`config.mk`:
```
export PLATFORM = sky130hd
export DESIGN_NAME = coeff_12bit_pack_codec_flat
export DESIGN_NICKNAME = d
export VERILOG_FILES = /design/src/rtl/cpc_pkg.sv /design/src/rtl/cpc_in_if.sv /design/src/rtl/cpc_out_if.sv /design/src/rtl/coeff_12bit_pack_codec.sv /design/src/rtl/cpc_ctrl.sv /design/src/rtl/cpc_dp.sv /design/src/flat_wrapper.sv
export SDC_FILE = /design/constraint.sdc
export NUM_CORES = 1
export LEC_CHECK = 0
export ABC_AREA = 1
export BUFFER_PORTS_ARGS = -buffer_cell sky130_fd_sc_hd__clkbuf_2
export CAP_MARGIN = 10
export CORE_ASPECT_RATIO = 1.25
export CORE_MARGIN = 10
export CORE_UTILIZATION = 55
export CTS_CLUSTER_SIZE = 30
export DETAILED_ROUTE_END_ITERATION = 7
export GPL_TIMING_DRIVEN = 0
export PLACE_DENSITY = 0.73
export SLEW_MARGIN = 20
export SYNTH_ARGS = -nofsm -noshare
export SYNTH_HDL_FRONTEND = slang
export SYNTH_SLANG_ARGS = --single-unit
```
`constraint.sdc`:
```
create_clock -name clk -period 6.4 [get_ports clk]
set_input_delay 0.96 -clock clk [delete_from_list [all_inputs] [get_ports clk]]
set_output_delay 0.96 -clock clk [all_outputs]
set_load 0.01 [all_outputs]
```
`src/rtl/cpc_pkg.sv`:
```
// ----------------------------------------------------------------------------
// cpc_pkg
// Shared types and constants of the 12-bit coefficient pack codec.
// ----------------------------------------------------------------------------
`default_nettype none

package cpc_pkg;

  localparam logic [11:0]        MODULUS       = 12'd3457;
  localparam logic signed [15:0] BARRETT_MUL   = 16'sd19412;
  localparam logic signed [31:0] BARRETT_ROUND = 32'sh0200_0000;
  localparam int                 BARRETT_SHIFT = 26;

  typedef enum logic [1:0] {
    MODE_REDUCE  = 2'd0,
    MODE_PACK    = 2'd1,
    MODE_COMPARE = 2'd2,
    MODE_UNPACK  = 2'd3
  } mode_t;

  // controller to datapath commands
  typedef struct packed {
    logic load_in;   // capture the accepted word
    logic adv_mul;   // register the Barrett products
    logic adv_red;   // register the quotient times modulus
    logic load_out;  // finish and load the output register
  } cpc_cmd_t;

endpackage

`default_nettype wire

```
`src/rtl/cpc_in_if.sv`:
```
// ----------------------------------------------------------------------------
// cpc_in_if
// Input channel: a coefficient pair, wire bytes and the last mark.
// ----------------------------------------------------------------------------
`default_nettype none

interface cpc_in_if;
  logic               valid;
  logic               ready;
  logic signed [15:0] coeff_a;
  logic signed [15:0] coeff_b;
  logic [23:0]        packed_in;
  logic               last_in;

  modport source (output valid, output coeff_a, output coeff_b, output packed_in,
                  output last_in, input ready);
  modport sink   (input valid, input coeff_a, input coeff_b, input packed_in,
                  input last_in, output ready);
endinterface

`default_nettype wire

```
`src/rtl/cpc_out_if.sv`:
```
// ----------------------------------------------------------------------------
// cpc_out_if
// Output channel: packed bytes, decoded values, fail flag and last mark.
// ----------------------------------------------------------------------------
`default_nettype none

interface cpc_out_if;
  logic        valid;
  logic        ready;
  logic [23:0] packed_out;
  logic [11:0] value_a;
  logic [11:0] value_b;
  logic        fail;
  logic        last_out;

  modport source (output valid, output packed_out, output value_a, output value_b,
                  output fail, output last_out, input ready);
  modport sink   (input valid, input packed_out, input value_a, input value_b,
                  input fail, input last_out, output ready);
endinterface

`default_nettype wire

```
`src/rtl/coeff_12bit_pack_codec.sv`:
```
// ----------------------------------------------------------------------------
// coeff_12bit_pack_codec
// Top level: mod-3457 coefficient pair packer, comparator and unpacker.
// ----------------------------------------------------------------------------
// Each accepted word passes through accept, the Barrett multiply by 19412, the
// quotient times 3457 multiply and the final correct/pack step into the output
// register. The controller sequences the two registered multiplications one
// word at a time: a new word waits until the last is in the output register.
// The output register frees the input side: the next word is accepted while a
// finished result still waits, and the final step holds only while the output
// register is occupied. The mode register is written with cfg_we high.
`default_nettype none

module coeff_12bit_pack_codec
  import cpc_pkg::*;
(
  input  wire logic  clk,
  input  wire logic  rst,
  input  wire logic  cfg_we,
  input  wire logic [1:0] cfg_wdata,
  cpc_in_if.sink     in_ch,
  cpc_out_if.source  out_ch
);

  cpc_cmd_t cmd;

  cpc_ctrl u_ctrl (
    .clk       (clk),
    .rst       (rst),
    .in_valid  (in_ch.valid),
    .in_ready  (in_ch.ready),
    .out_valid (out_ch.valid),
    .out_ready (out_ch.ready),
    .cmd       (cmd)
  );

  cpc_dp u_dp (
    .clk        (clk),
    .rst        (rst),
    .cmd        (cmd),
    .cfg_we     (cfg_we),
    .cfg_wdata  (cfg_wdata),
    .coeff_a    (in_ch.coeff_a),
    .coeff_b    (in_ch.coeff_b),
    .packed_in  (in_ch.packed_in),
    .last_in    (in_ch.last_in),
    .packed_out (out_ch.packed_out),
    .value_a    (out_ch.value_a),
    .value_b    (out_ch.value_b),
    .fail       (out_ch.fail),
    .last_out   (out_ch.last_out)
  );

endmodule

`default_nettype wire

```
`src/rtl/cpc_ctrl.sv`:
```
// ----------------------------------------------------------------------------
// cpc_ctrl
// Sequencer: accepts a word, steps it through the two multiply stages and
// loads the output register once it is free.
// ----------------------------------------------------------------------------
`default_nettype none

module cpc_ctrl
  import cpc_pkg::*;
(
  input  wire logic clk,
  input  wire logic rst,
  input  wire logic in_valid,
  output logic      in_ready,
  output logic      out_valid,
  input  wire logic out_ready,
  output cpc_cmd_t  cmd
);

  typedef enum logic [1:0] {
    S_IDLE,
    S_MUL,
    S_RED,
    S_FIN
  } state_t;

  state_t state;
  logic   out_free;

  assign out_free = !out_valid || out_ready;
  assign in_ready = (state == S_IDLE);

  always_comb begin
    cmd          = '0;
    cmd.load_in  = (state == S_IDLE) && in_valid;
    cmd.adv_mul  = (state == S_MUL);
    cmd.adv_red  = (state == S_RED);
    cmd.load_out = (state == S_FIN) && out_free;
  end

  always_ff @(posedge clk) begin
    if (rst) begin
      state     <= S_IDLE;
      out_valid <= 1'b0;
    end else begin
      unique case (state)
        S_IDLE: begin
          if (in_valid) state <= S_MUL;
        end
        S_MUL:  state <= S_RED;
        S_RED:  state <= S_FIN;
        S_FIN: begin
          // hold until the output register can take the word
          if (out_free) state <= S_IDLE;
        end
        default: state <= S_IDLE;
      endcase

      if (cmd.load_out) begin
        out_valid <= 1'b1;
      end else if (out_ready) begin
        out_valid <= 1'b0;
      end
    end
  end

  a_accept_to_mul: assert property (@(posedge clk) disable iff (rst)
    (in_valid && in_ready) |=> (state == S_MUL))
    else $error("accepted word did not enter the multiply stage");

  a_load_when_free: assert property (@(posedge clk) disable iff (rst)
    cmd.load_out |-> (!out_valid || out_ready))
    else $error("output register overwritten while occupied");

  a_load_sets_valid: assert property (@(posedge clk) disable iff (rst)
    cmd.load_out |=> out_valid)
    else $error("loaded result not presented");

  a_fin_holds: assert property (@(posedge clk) disable iff (rst)
    (state == S_FIN && out_valid && !out_ready) |=> (state == S_FIN))
    else $error("finished word dropped while output stalled");

endmodule

`default_nettype wire

```
`src/rtl/cpc_dp.sv`:
```
// ----------------------------------------------------------------------------
// cpc_dp
// Datapath: Barrett reduction lanes, packing, unpack check, sticky error flag,
// mode register and output register.
// ----------------------------------------------------------------------------
`default_nettype none

module cpc_dp
  import cpc_pkg::*;
(
  input  wire logic               clk,
  input  wire logic               rst,
  input  wire cpc_cmd_t           cmd,
  input  wire logic               cfg_we,
  input  wire logic [1:0]         cfg_wdata,
  input  wire logic signed [15:0] coeff_a,
  input  wire logic signed [15:0] coeff_b,
  input  wire logic [23:0]        packed_in,
  input  wire logic               last_in,
  output logic [23:0]             packed_out,
  output logic [11:0]             value_a,
  output logic [11:0]             value_b,
  output logic                    fail,
  output logic                    last_out
);

  mode_t              mode;
  logic               error_seen;

  logic signed [15:0] a_reg, b_reg;
  logic [23:0]        pk_reg;
  logic               last_reg;
  logic signed [31:0] prod_a, prod_b;
  logic signed [17:0] quot_a, quot_b;

  logic signed [31:0] sum_a, sum_b;
  logic signed [5:0]  t_a, t_b;
  logic               reduce;
  logic [11:0]        can_a, can_b;
  logic [23:0]        packed_w;
  logic [11:0]        dec_a, dec_b;
  logic               flag;
  logic [23:0]        packed_next;
  logic [11:0]        value_a_next, value_b_next;

  // if red, take off the quotient multiple; fold a negative value up by MODULUS
  function automatic logic [11:0] canon12(input logic signed [15:0] a,
                                          input logic signed [17:0] q,
                                          input logic               red);
    logic [17:0] r;
    logic [17:0] rf;
    r  = {{2{a[15]}}, a} - (red ? q : 18'sd0);
    rf = r[17] ? (r + {6'd0, MODULUS}) : r;
    return rf[11:0];
  endfunction

  assign sum_a = prod_a + BARRETT_ROUND;
  assign sum_b = prod_b + BARRETT_ROUND;
  assign t_a   = sum_a[31:BARRETT_SHIFT];
  assign t_b   = sum_b[31:BARRETT_SHIFT];

  assign reduce   = (mode != MODE_PACK);
  assign can_a    = canon12(a_reg, quot_a, reduce);
  assign can_b    = canon12(b_reg, quot_b, reduce);
  assign packed_w = {can_b, can_a};
  assign dec_a    = pk_reg[11:0];
  assign dec_b    = pk_reg[23:12];

  always_comb begin
    unique case (mode) inside
      MODE_REDUCE, MODE_PACK: begin
        packed_next  = packed_w;
        value_a_next = '0;
        value_b_next = '0;
        flag         = 1'b0;
      end
      MODE_COMPARE: begin
        packed_next  = packed_w;
        value_a_next = '0;
        value_b_next = '0;
        flag         = (packed_w != pk_reg);
      end
      MODE_UNPACK: begin
        packed_next  = '0;
        value_a_next = dec_a;
        value_b_next = dec_b;
        flag         = (dec_a >= MODULUS) || (dec_b >= MODULUS);
      end
      default: begin
        packed_next  = '0;
        value_a_next = '0;
        value_b_next = '0;
        flag         = 1'b0;
      end
    endcase
  end

  always_ff @(posedge clk) begin
    if (rst) begin
      mode       <= MODE_REDUCE;
      error_seen <= 1'b0;
    end else begin
      if (cfg_we) mode <= mode_t'(cfg_wdata);
      if (cmd.load_out) begin
        // report and clear on the last word
        error_seen <= last_reg ? 1'b0 : (error_seen || flag);
      end
    end
  end

  always_ff @(posedge clk) begin
    if (cmd.load_in) begin
      a_reg    <= coeff_a;
      b_reg    <= coeff_b;
      pk_reg   <= packed_in;
      last_reg <= last_in;
    end
    if (cmd.adv_mul) begin
      prod_a <= 32'(a_reg) * 32'(BARRETT_MUL);
      prod_b <= 32'(b_reg) * 32'(BARRETT_MUL);
    end
    if (cmd.adv_red) begin
      quot_a <= 18'(t_a) * 18'($signed({1'b0, MODULUS}));
      quot_b <= 18'(t_b) * 18'($signed({1'b0, MODULUS}));
    end
    if (cmd.load_out) begin
      packed_out <= packed_next;
      value_a    <= value_a_next;
      value_b    <= value_b_next;
      fail       <= last_reg && (error_seen || flag);
      last_out   <= last_reg;
    end
  end

endmodule

`default_nettype wire

```
`src/flat_wrapper.sv`:
```
// flat-port wrapper written by rule: the top's interface ports become plain ports
module coeff_12bit_pack_codec_flat import cpc_pkg::*;
  (clk, rst, cfg_we, cfg_wdata, in_ch_valid, in_ch_coeff_a, in_ch_coeff_b, in_ch_packed_in, in_ch_last_in, in_ch_ready, out_ch_valid, out_ch_packed_out, out_ch_value_a, out_ch_value_b, out_ch_fail, out_ch_last_out, out_ch_ready);
  cpc_in_if in_ch_i ();
  cpc_out_if out_ch_i ();
  input  wire logic clk;
  input  wire logic rst;
  input  wire logic cfg_we;
  input  wire logic [1:0] cfg_wdata;
  input wire logic [$bits(in_ch_i.valid)-1:0] in_ch_valid;
  input wire logic [$bits(in_ch_i.coeff_a)-1:0] in_ch_coeff_a;
  input wire logic [$bits(in_ch_i.coeff_b)-1:0] in_ch_coeff_b;
  input wire logic [$bits(in_ch_i.packed_in)-1:0] in_ch_packed_in;
  input wire logic [$bits(in_ch_i.last_in)-1:0] in_ch_last_in;
  output wire logic [$bits(in_ch_i.ready)-1:0] in_ch_ready;
  output wire logic [$bits(out_ch_i.valid)-1:0] out_ch_valid;
  output wire logic [$bits(out_ch_i.packed_out)-1:0] out_ch_packed_out;
  output wire logic [$bits(out_ch_i.value_a)-1:0] out_ch_value_a;
  output wire logic [$bits(out_ch_i.value_b)-1:0] out_ch_value_b;
  output wire logic [$bits(out_ch_i.fail)-1:0] out_ch_fail;
  output wire logic [$bits(out_ch_i.last_out)-1:0] out_ch_last_out;
  input wire logic [$bits(out_ch_i.ready)-1:0] out_ch_ready;
  assign in_ch_i.valid = in_ch_valid;
  assign in_ch_i.coeff_a = in_ch_coeff_a;
  assign in_ch_i.coeff_b = in_ch_coeff_b;
  assign in_ch_i.packed_in = in_ch_packed_in;
  assign in_ch_i.last_in = in_ch_last_in;
  assign in_ch_ready = in_ch_i.ready;
  assign out_ch_valid = out_ch_i.valid;
  assign out_ch_packed_out = out_ch_i.packed_out;
  assign out_ch_value_a = out_ch_i.value_a;
  assign out_ch_value_b = out_ch_i.value_b;
  assign out_ch_fail = out_ch_i.fail;
  assign out_ch_last_out = out_ch_i.last_out;
  assign out_ch_i.ready = out_ch_ready;
  coeff_12bit_pack_codec u_core (.clk(clk), .rst(rst), .cfg_we(cfg_we), .cfg_wdata(cfg_wdata), .in_ch(in_ch_i), .out_ch(out_ch_i));
endmodule
```
After elaboration in Yosys (flattened, before gate mapping)
Cells that the tools add are included.

Register bits after elaboration: 209. Input bits: 64. Logic and storage cells: 62.

$add $sub $neg: 6. Multiply operators: 4. Order comparisons: 2. Equality and inequality tests: 10. Multiplexer cells: 11. Reduce and logical (&&, ||, !) cells: 12.

Operators by type and width (number): 32-bit by 27-bit adder with 32-bit output, second input constant (2); 16-bit by 14-bit multiplier with 30-bit output, second input constant (2); 6-bit by 13-bit multiplier with 18-bit output, second input constant (2); 18-bit 2-to-1 mux (2); 18-bit subtractor (2); 12-bit adder, second input constant (2); 12-bit >= comparator, second input constant (2); 12-bit 2-to-1 mux (2); 24-bit != test (1); 2-bit == test, second input constant (4); 2-bit case mux with 4 select lines (1); 2-bit by 1-bit == test with 1-bit output, second input constant (2); 2-bit zero test (2); 2-bit 2-to-1 mux (2); 2-bit != test, second input constant (2); 1-bit logical AND (3); 1-bit logical OR (3); 1-bit 2-to-1 mux (3); 3-bit OR reduction (1); 2-bit by 1-bit != test with 1-bit output, second input constant (1); 1-bit case mux with 2 select lines (1); 2-bit AND reduction (1); 2-bit nonzero test (1); 1-bit zero test (1).

Logic depth before layout (Yosys ltp)
Word-level depth: 9. Gate-level depth with buffers: 26. Mapped depth without buffers: 26.

Modules after synthesis
From an unflattened synthesis, not the netlist that was laid out.

Cells, all modules: 1980. Area, all modules: 18681.7 um^2.

By module, submodules not included: cpc_dp (instances 1, cells each 1950, area each 18472.7 um^2, sequential area each 4714.5 um^2); cpc_ctrl (instances 1, cells each 30, area each 209.0 um^2, sequential area each 60.1 um^2).

Worst setup path before layout
OpenSTA, ideal clock, no wires.

Path kind: reg-to-reg. From: reg u_core.u_dp.b_reg[15]. To: reg u_core.u_dp.prod_b[29], data pin. Arrival time: 5.219 ns. Required time: 6.136 ns. Path slack: 0.917 ns. Stages on the path, launching flop included: 16. Buffers on the path: 0. Clock period less this slack: 5.483 ns. Cell sequence: edfxtp_1 fa_1 ha_1 fa_1 fa_1 fa_1 fa_1 ha_1 nand2_1 nor4_1 nand3_1 nand3_1 nand3_1 nand2_1 a31oi_1 xor2_1.

Word-level cells in the longest chain between the ends: 1.

RTL lines: start, declared (RTL line cpc_dp.sv:30) `logic signed [15:0] a_reg, b_reg;`; start signal, assigned (RTL line cpc_dp.sv:114) `b_reg <= coeff_b;`; 16-bit by 14-bit multiplier with 30-bit output (RTL line cpc_dp.sv:120) `prod_b <= 32'(b_reg) * 32'(BARRETT_MUL);`; end signal, assigned (RTL line cpc_dp.sv:120); end, declared (RTL line cpc_dp.sv:33) `logic signed [31:0] prod_a, prod_b;`.

Every way passes these cells. A chain may end at the register's enable or synchronous reset.

Final worst setup path
From: reg u_core.u_dp.a_reg[15]. To: reg u_core.u_dp.prod_a[28], data pin.

Word-level cells in the longest chain between the ends: 1.

RTL lines: start, declared (RTL line cpc_dp.sv:30); start signal, assigned (RTL line cpc_dp.sv:113) `a_reg <= coeff_a;`; 16-bit by 14-bit multiplier with 30-bit output (RTL line cpc_dp.sv:119) `prod_a <= 32'(a_reg) * 32'(BARRETT_MUL);`; end signal, assigned (RTL line cpc_dp.sv:119); end, declared (RTL line cpc_dp.sv:33).

Every way passes these cells.

==> impl_metrics.json <==
{
  "place_area_sq_mm": 0.02001,
  "vias": 13710,
  "grt_pass1_vias": 14630,
  "critPathKind": "reg2reg",
  "rsz0062_at_grt": "false",
  "cp-start-kind": "flip-flop",
  "syn2layout_area_growth_pct": 9.925,
  "setup_tns_ns": 0,
  "post-route-min-period_ns": 5.736,
  "stdcell_area_sq_mm": 0.02062,
  "grt_pass1_wl_um": 70890,
  "global_route.overflow_total": 0,
  "cts_root_buffer": "clkbuf_16",
  "mostFrequentLayoutCells": "inv_1, nand2_1, ha_1",
  "die_w_um": 185.2,
  "seqCellArea_sq_mm": 0.004775,
  "routed_via_density": 5.363,
  "required_ns": 6.60,
  "status": "completed",
  "fin_skew_ns": 0.01684,
  "drt_iter0_markers": 779,
  "synthCells": 1980,
  "antenna_cells": 0,
  "min_period_over_period_pct": 89.62,
  "fin_nets": 2708,
  "antenna_left": 0,
  "hold_violations": 0,
  "finalMaxSlewViolations": 0,
  "insertion_delay_ns": 0.46,
  "hpwlAfterDp_um": 35050,
  "dr.pass1.iters": 5,
  "end_kind": "flip-flop",
  "final-setup-viol-count": 0,
  "ctsHoldBuffers": 0,
  "ys_seq_elements": 161,
  "drc": 0,
  "syn_area_sq_mm": 0.01876,
  "post_cts_buffers": 0,
  "clock_sinks": 161,
  "clk_path_buf_depth": 2,
  "antenna_found_initial": 0,
  "drive_gt1_share_pct": 9.376,
  "die_h_um": 226.5,
  "place_ws_ns": 0.7400,
  "cts_buffers": 17,
  "layout_setup_ws_ns": 0.6642,
  "worst_pin_slew_ns": 0.8086,
  "numPortBuffers": 115,
  "syn-num-nets": 2568,
  "cp_max_fo": 12,
  "num_rows": 75,
  "yosysSeqAreaShare_pct": 25.45,
  "drv_cap": 0,
  "mostFrequentLayoutCell": "inv_1",
  "gr-usage-all-layers_pct": 21.32,
  "cts_resized": 0,
  "fmax_mhz": 174.3,
  "dp.cells": 2524,
  "start_util_pct": 55.84,
  "synth.avg_cell_area_sq_um": 9.474,
  "wl_per_cell_um": 16.61,
  "wl_um": 42460,
  "yosysWarnings": 0,
  "layoutNonFillerInstCount": 2556,
  "slew_headroom_pct": 45.71,
  "core_sq_mm": 0.03359,
  "die-area_sq_mm": 0.04194,
  "pin_count": 116,
  "multiInputGateArea_sq_mm": 0.01229,
  "fillers": 2746,
  "cts.clk_slew.worst_paths_ns": 0.08,
  "htree_levels": 4,
  "hp-class": "reg2reg",
  "crit_arrival_ns": 5.93,
  "routabilityCongestion": 0.9489,
  "grt_max_degree": 52,
  "ys_types": 42,
  "cts_tree": "built"
}
==> synth_stat cells, drive strengths merged <==
| cell type | number | area [sq um] |
|---|---|---|
| or2 | 1 | 6.260 |
| nand2 | 381 | 1493 |
| nor4 | 4 | 25.02 |
| o221ai | 3 | 26.28 |
| nand3 | 106 | 560.5 |
| edfxtp | 155 | 4654 |
| clkinv | 1 | 3.750 |
| o2111ai | 1 | 8.760 |
| a211oi | 8 | 60.06 |
| o21bai | 6 | 48.80 |
| nor2 | 103 | 421.7 |
| o21a | 2 | 15.01 |
| xnor2 | 12 | 105.1 |
| clkbuf | 7 | 26.28 |
| a21oi | 84 | 427.9 |
| inv | 433 | 1625 |
| nand3b | 6 | 45.04 |
| nor3 | 12 | 60.06 |
| o31ai | 1 | 7.510 |
| a21o | 1 | 7.510 |
| a31oi | 8 | 50.05 |
| o211ai | 5 | 37.54 |
| xnor3 | 1 | 22.52 |
| nand4 | 19 | 133.9 |
| ha | 320 | 4004 |
| buf | 4 | 41.29 |
| dfxtp | 6 | 120.1 |
| fa | 204 | 4084 |
| o21ai | 35 | 175.2 |
| xor2 | 51 | 461.7 |
==> routing by layer <==
metal	global-route usage (%)	share of wire [%]	up-vias
met5	0	0	-
met4	8.508	3.2	0
met3	3.027	4.1	93
met2	38.95	53	311
met1	24.40	40	6670
li1	-	-	6633
==> cell families after synthesis <==
kind of cell    share of synthesized area, %
simple gates                           14.63
buf+inv                                9.045
xor+xnor                               3.142
fa+ha+maj                              43.12
flops                                  25.45
compound gates                         4.609
==> final timing paths <==
path	depth (start not counted)	from	to	slack, ns
worst min-delay path	0	u_core.u_dp.last_reg	u_core.u_dp.last_out	0.47
worst max register to register	13	u_core.u_dp.a_reg[15]	u_core.u_dp.prod_a[28]	0.66
worst max-delay path	13	u_core.u_dp.a_reg[15]	u_core.u_dp.prod_a[28]	0.66
worst min register to register	0	u_core.u_dp.last_reg	u_core.u_dp.last_out	0.47
==> worst max-delay path, stage by stage (launching register included) <==
cell and delay (ns):
edfxtp_1 0.86, fa_1 0.55, ha_1 0.32, fa_1 0.52, fa_1 0.54, fa_1 0.53, fa_1 0.49, ha_1 0.34
nand4_1 0.13, nor3_1 0.25, nand2_1 0.09, o211ai_1 0.47, a31oi_1 0.20, xor2_1 0.18
==> final cells by class <==
cell class	instances	area share, %
flip-flops and latches	161	23.16
repair buffers	121	3.459
plain buffers	11	0.3277
multi-input cells	1374	59.60
clock inverters	15	0.9163
well taps	423	2.567
inverters	434	7.913
clock buffers	17	2.063
==> per-stage QoR <==
stage	hold WS [ns]	util [%]
6_report	0.4725	61.38
5_1_grt	0.4873	61.38
4_1_cts	0.4752	61.38
3_5_place_dp	0.4525	59.55
3_3_place_gp	0.4614	59.12
2_1_floorplan	0.4264	-
Power is left out: the tool's default activity adds up to more than one toggle a clock period on the data nets, which glitch-free logic cannot reach.
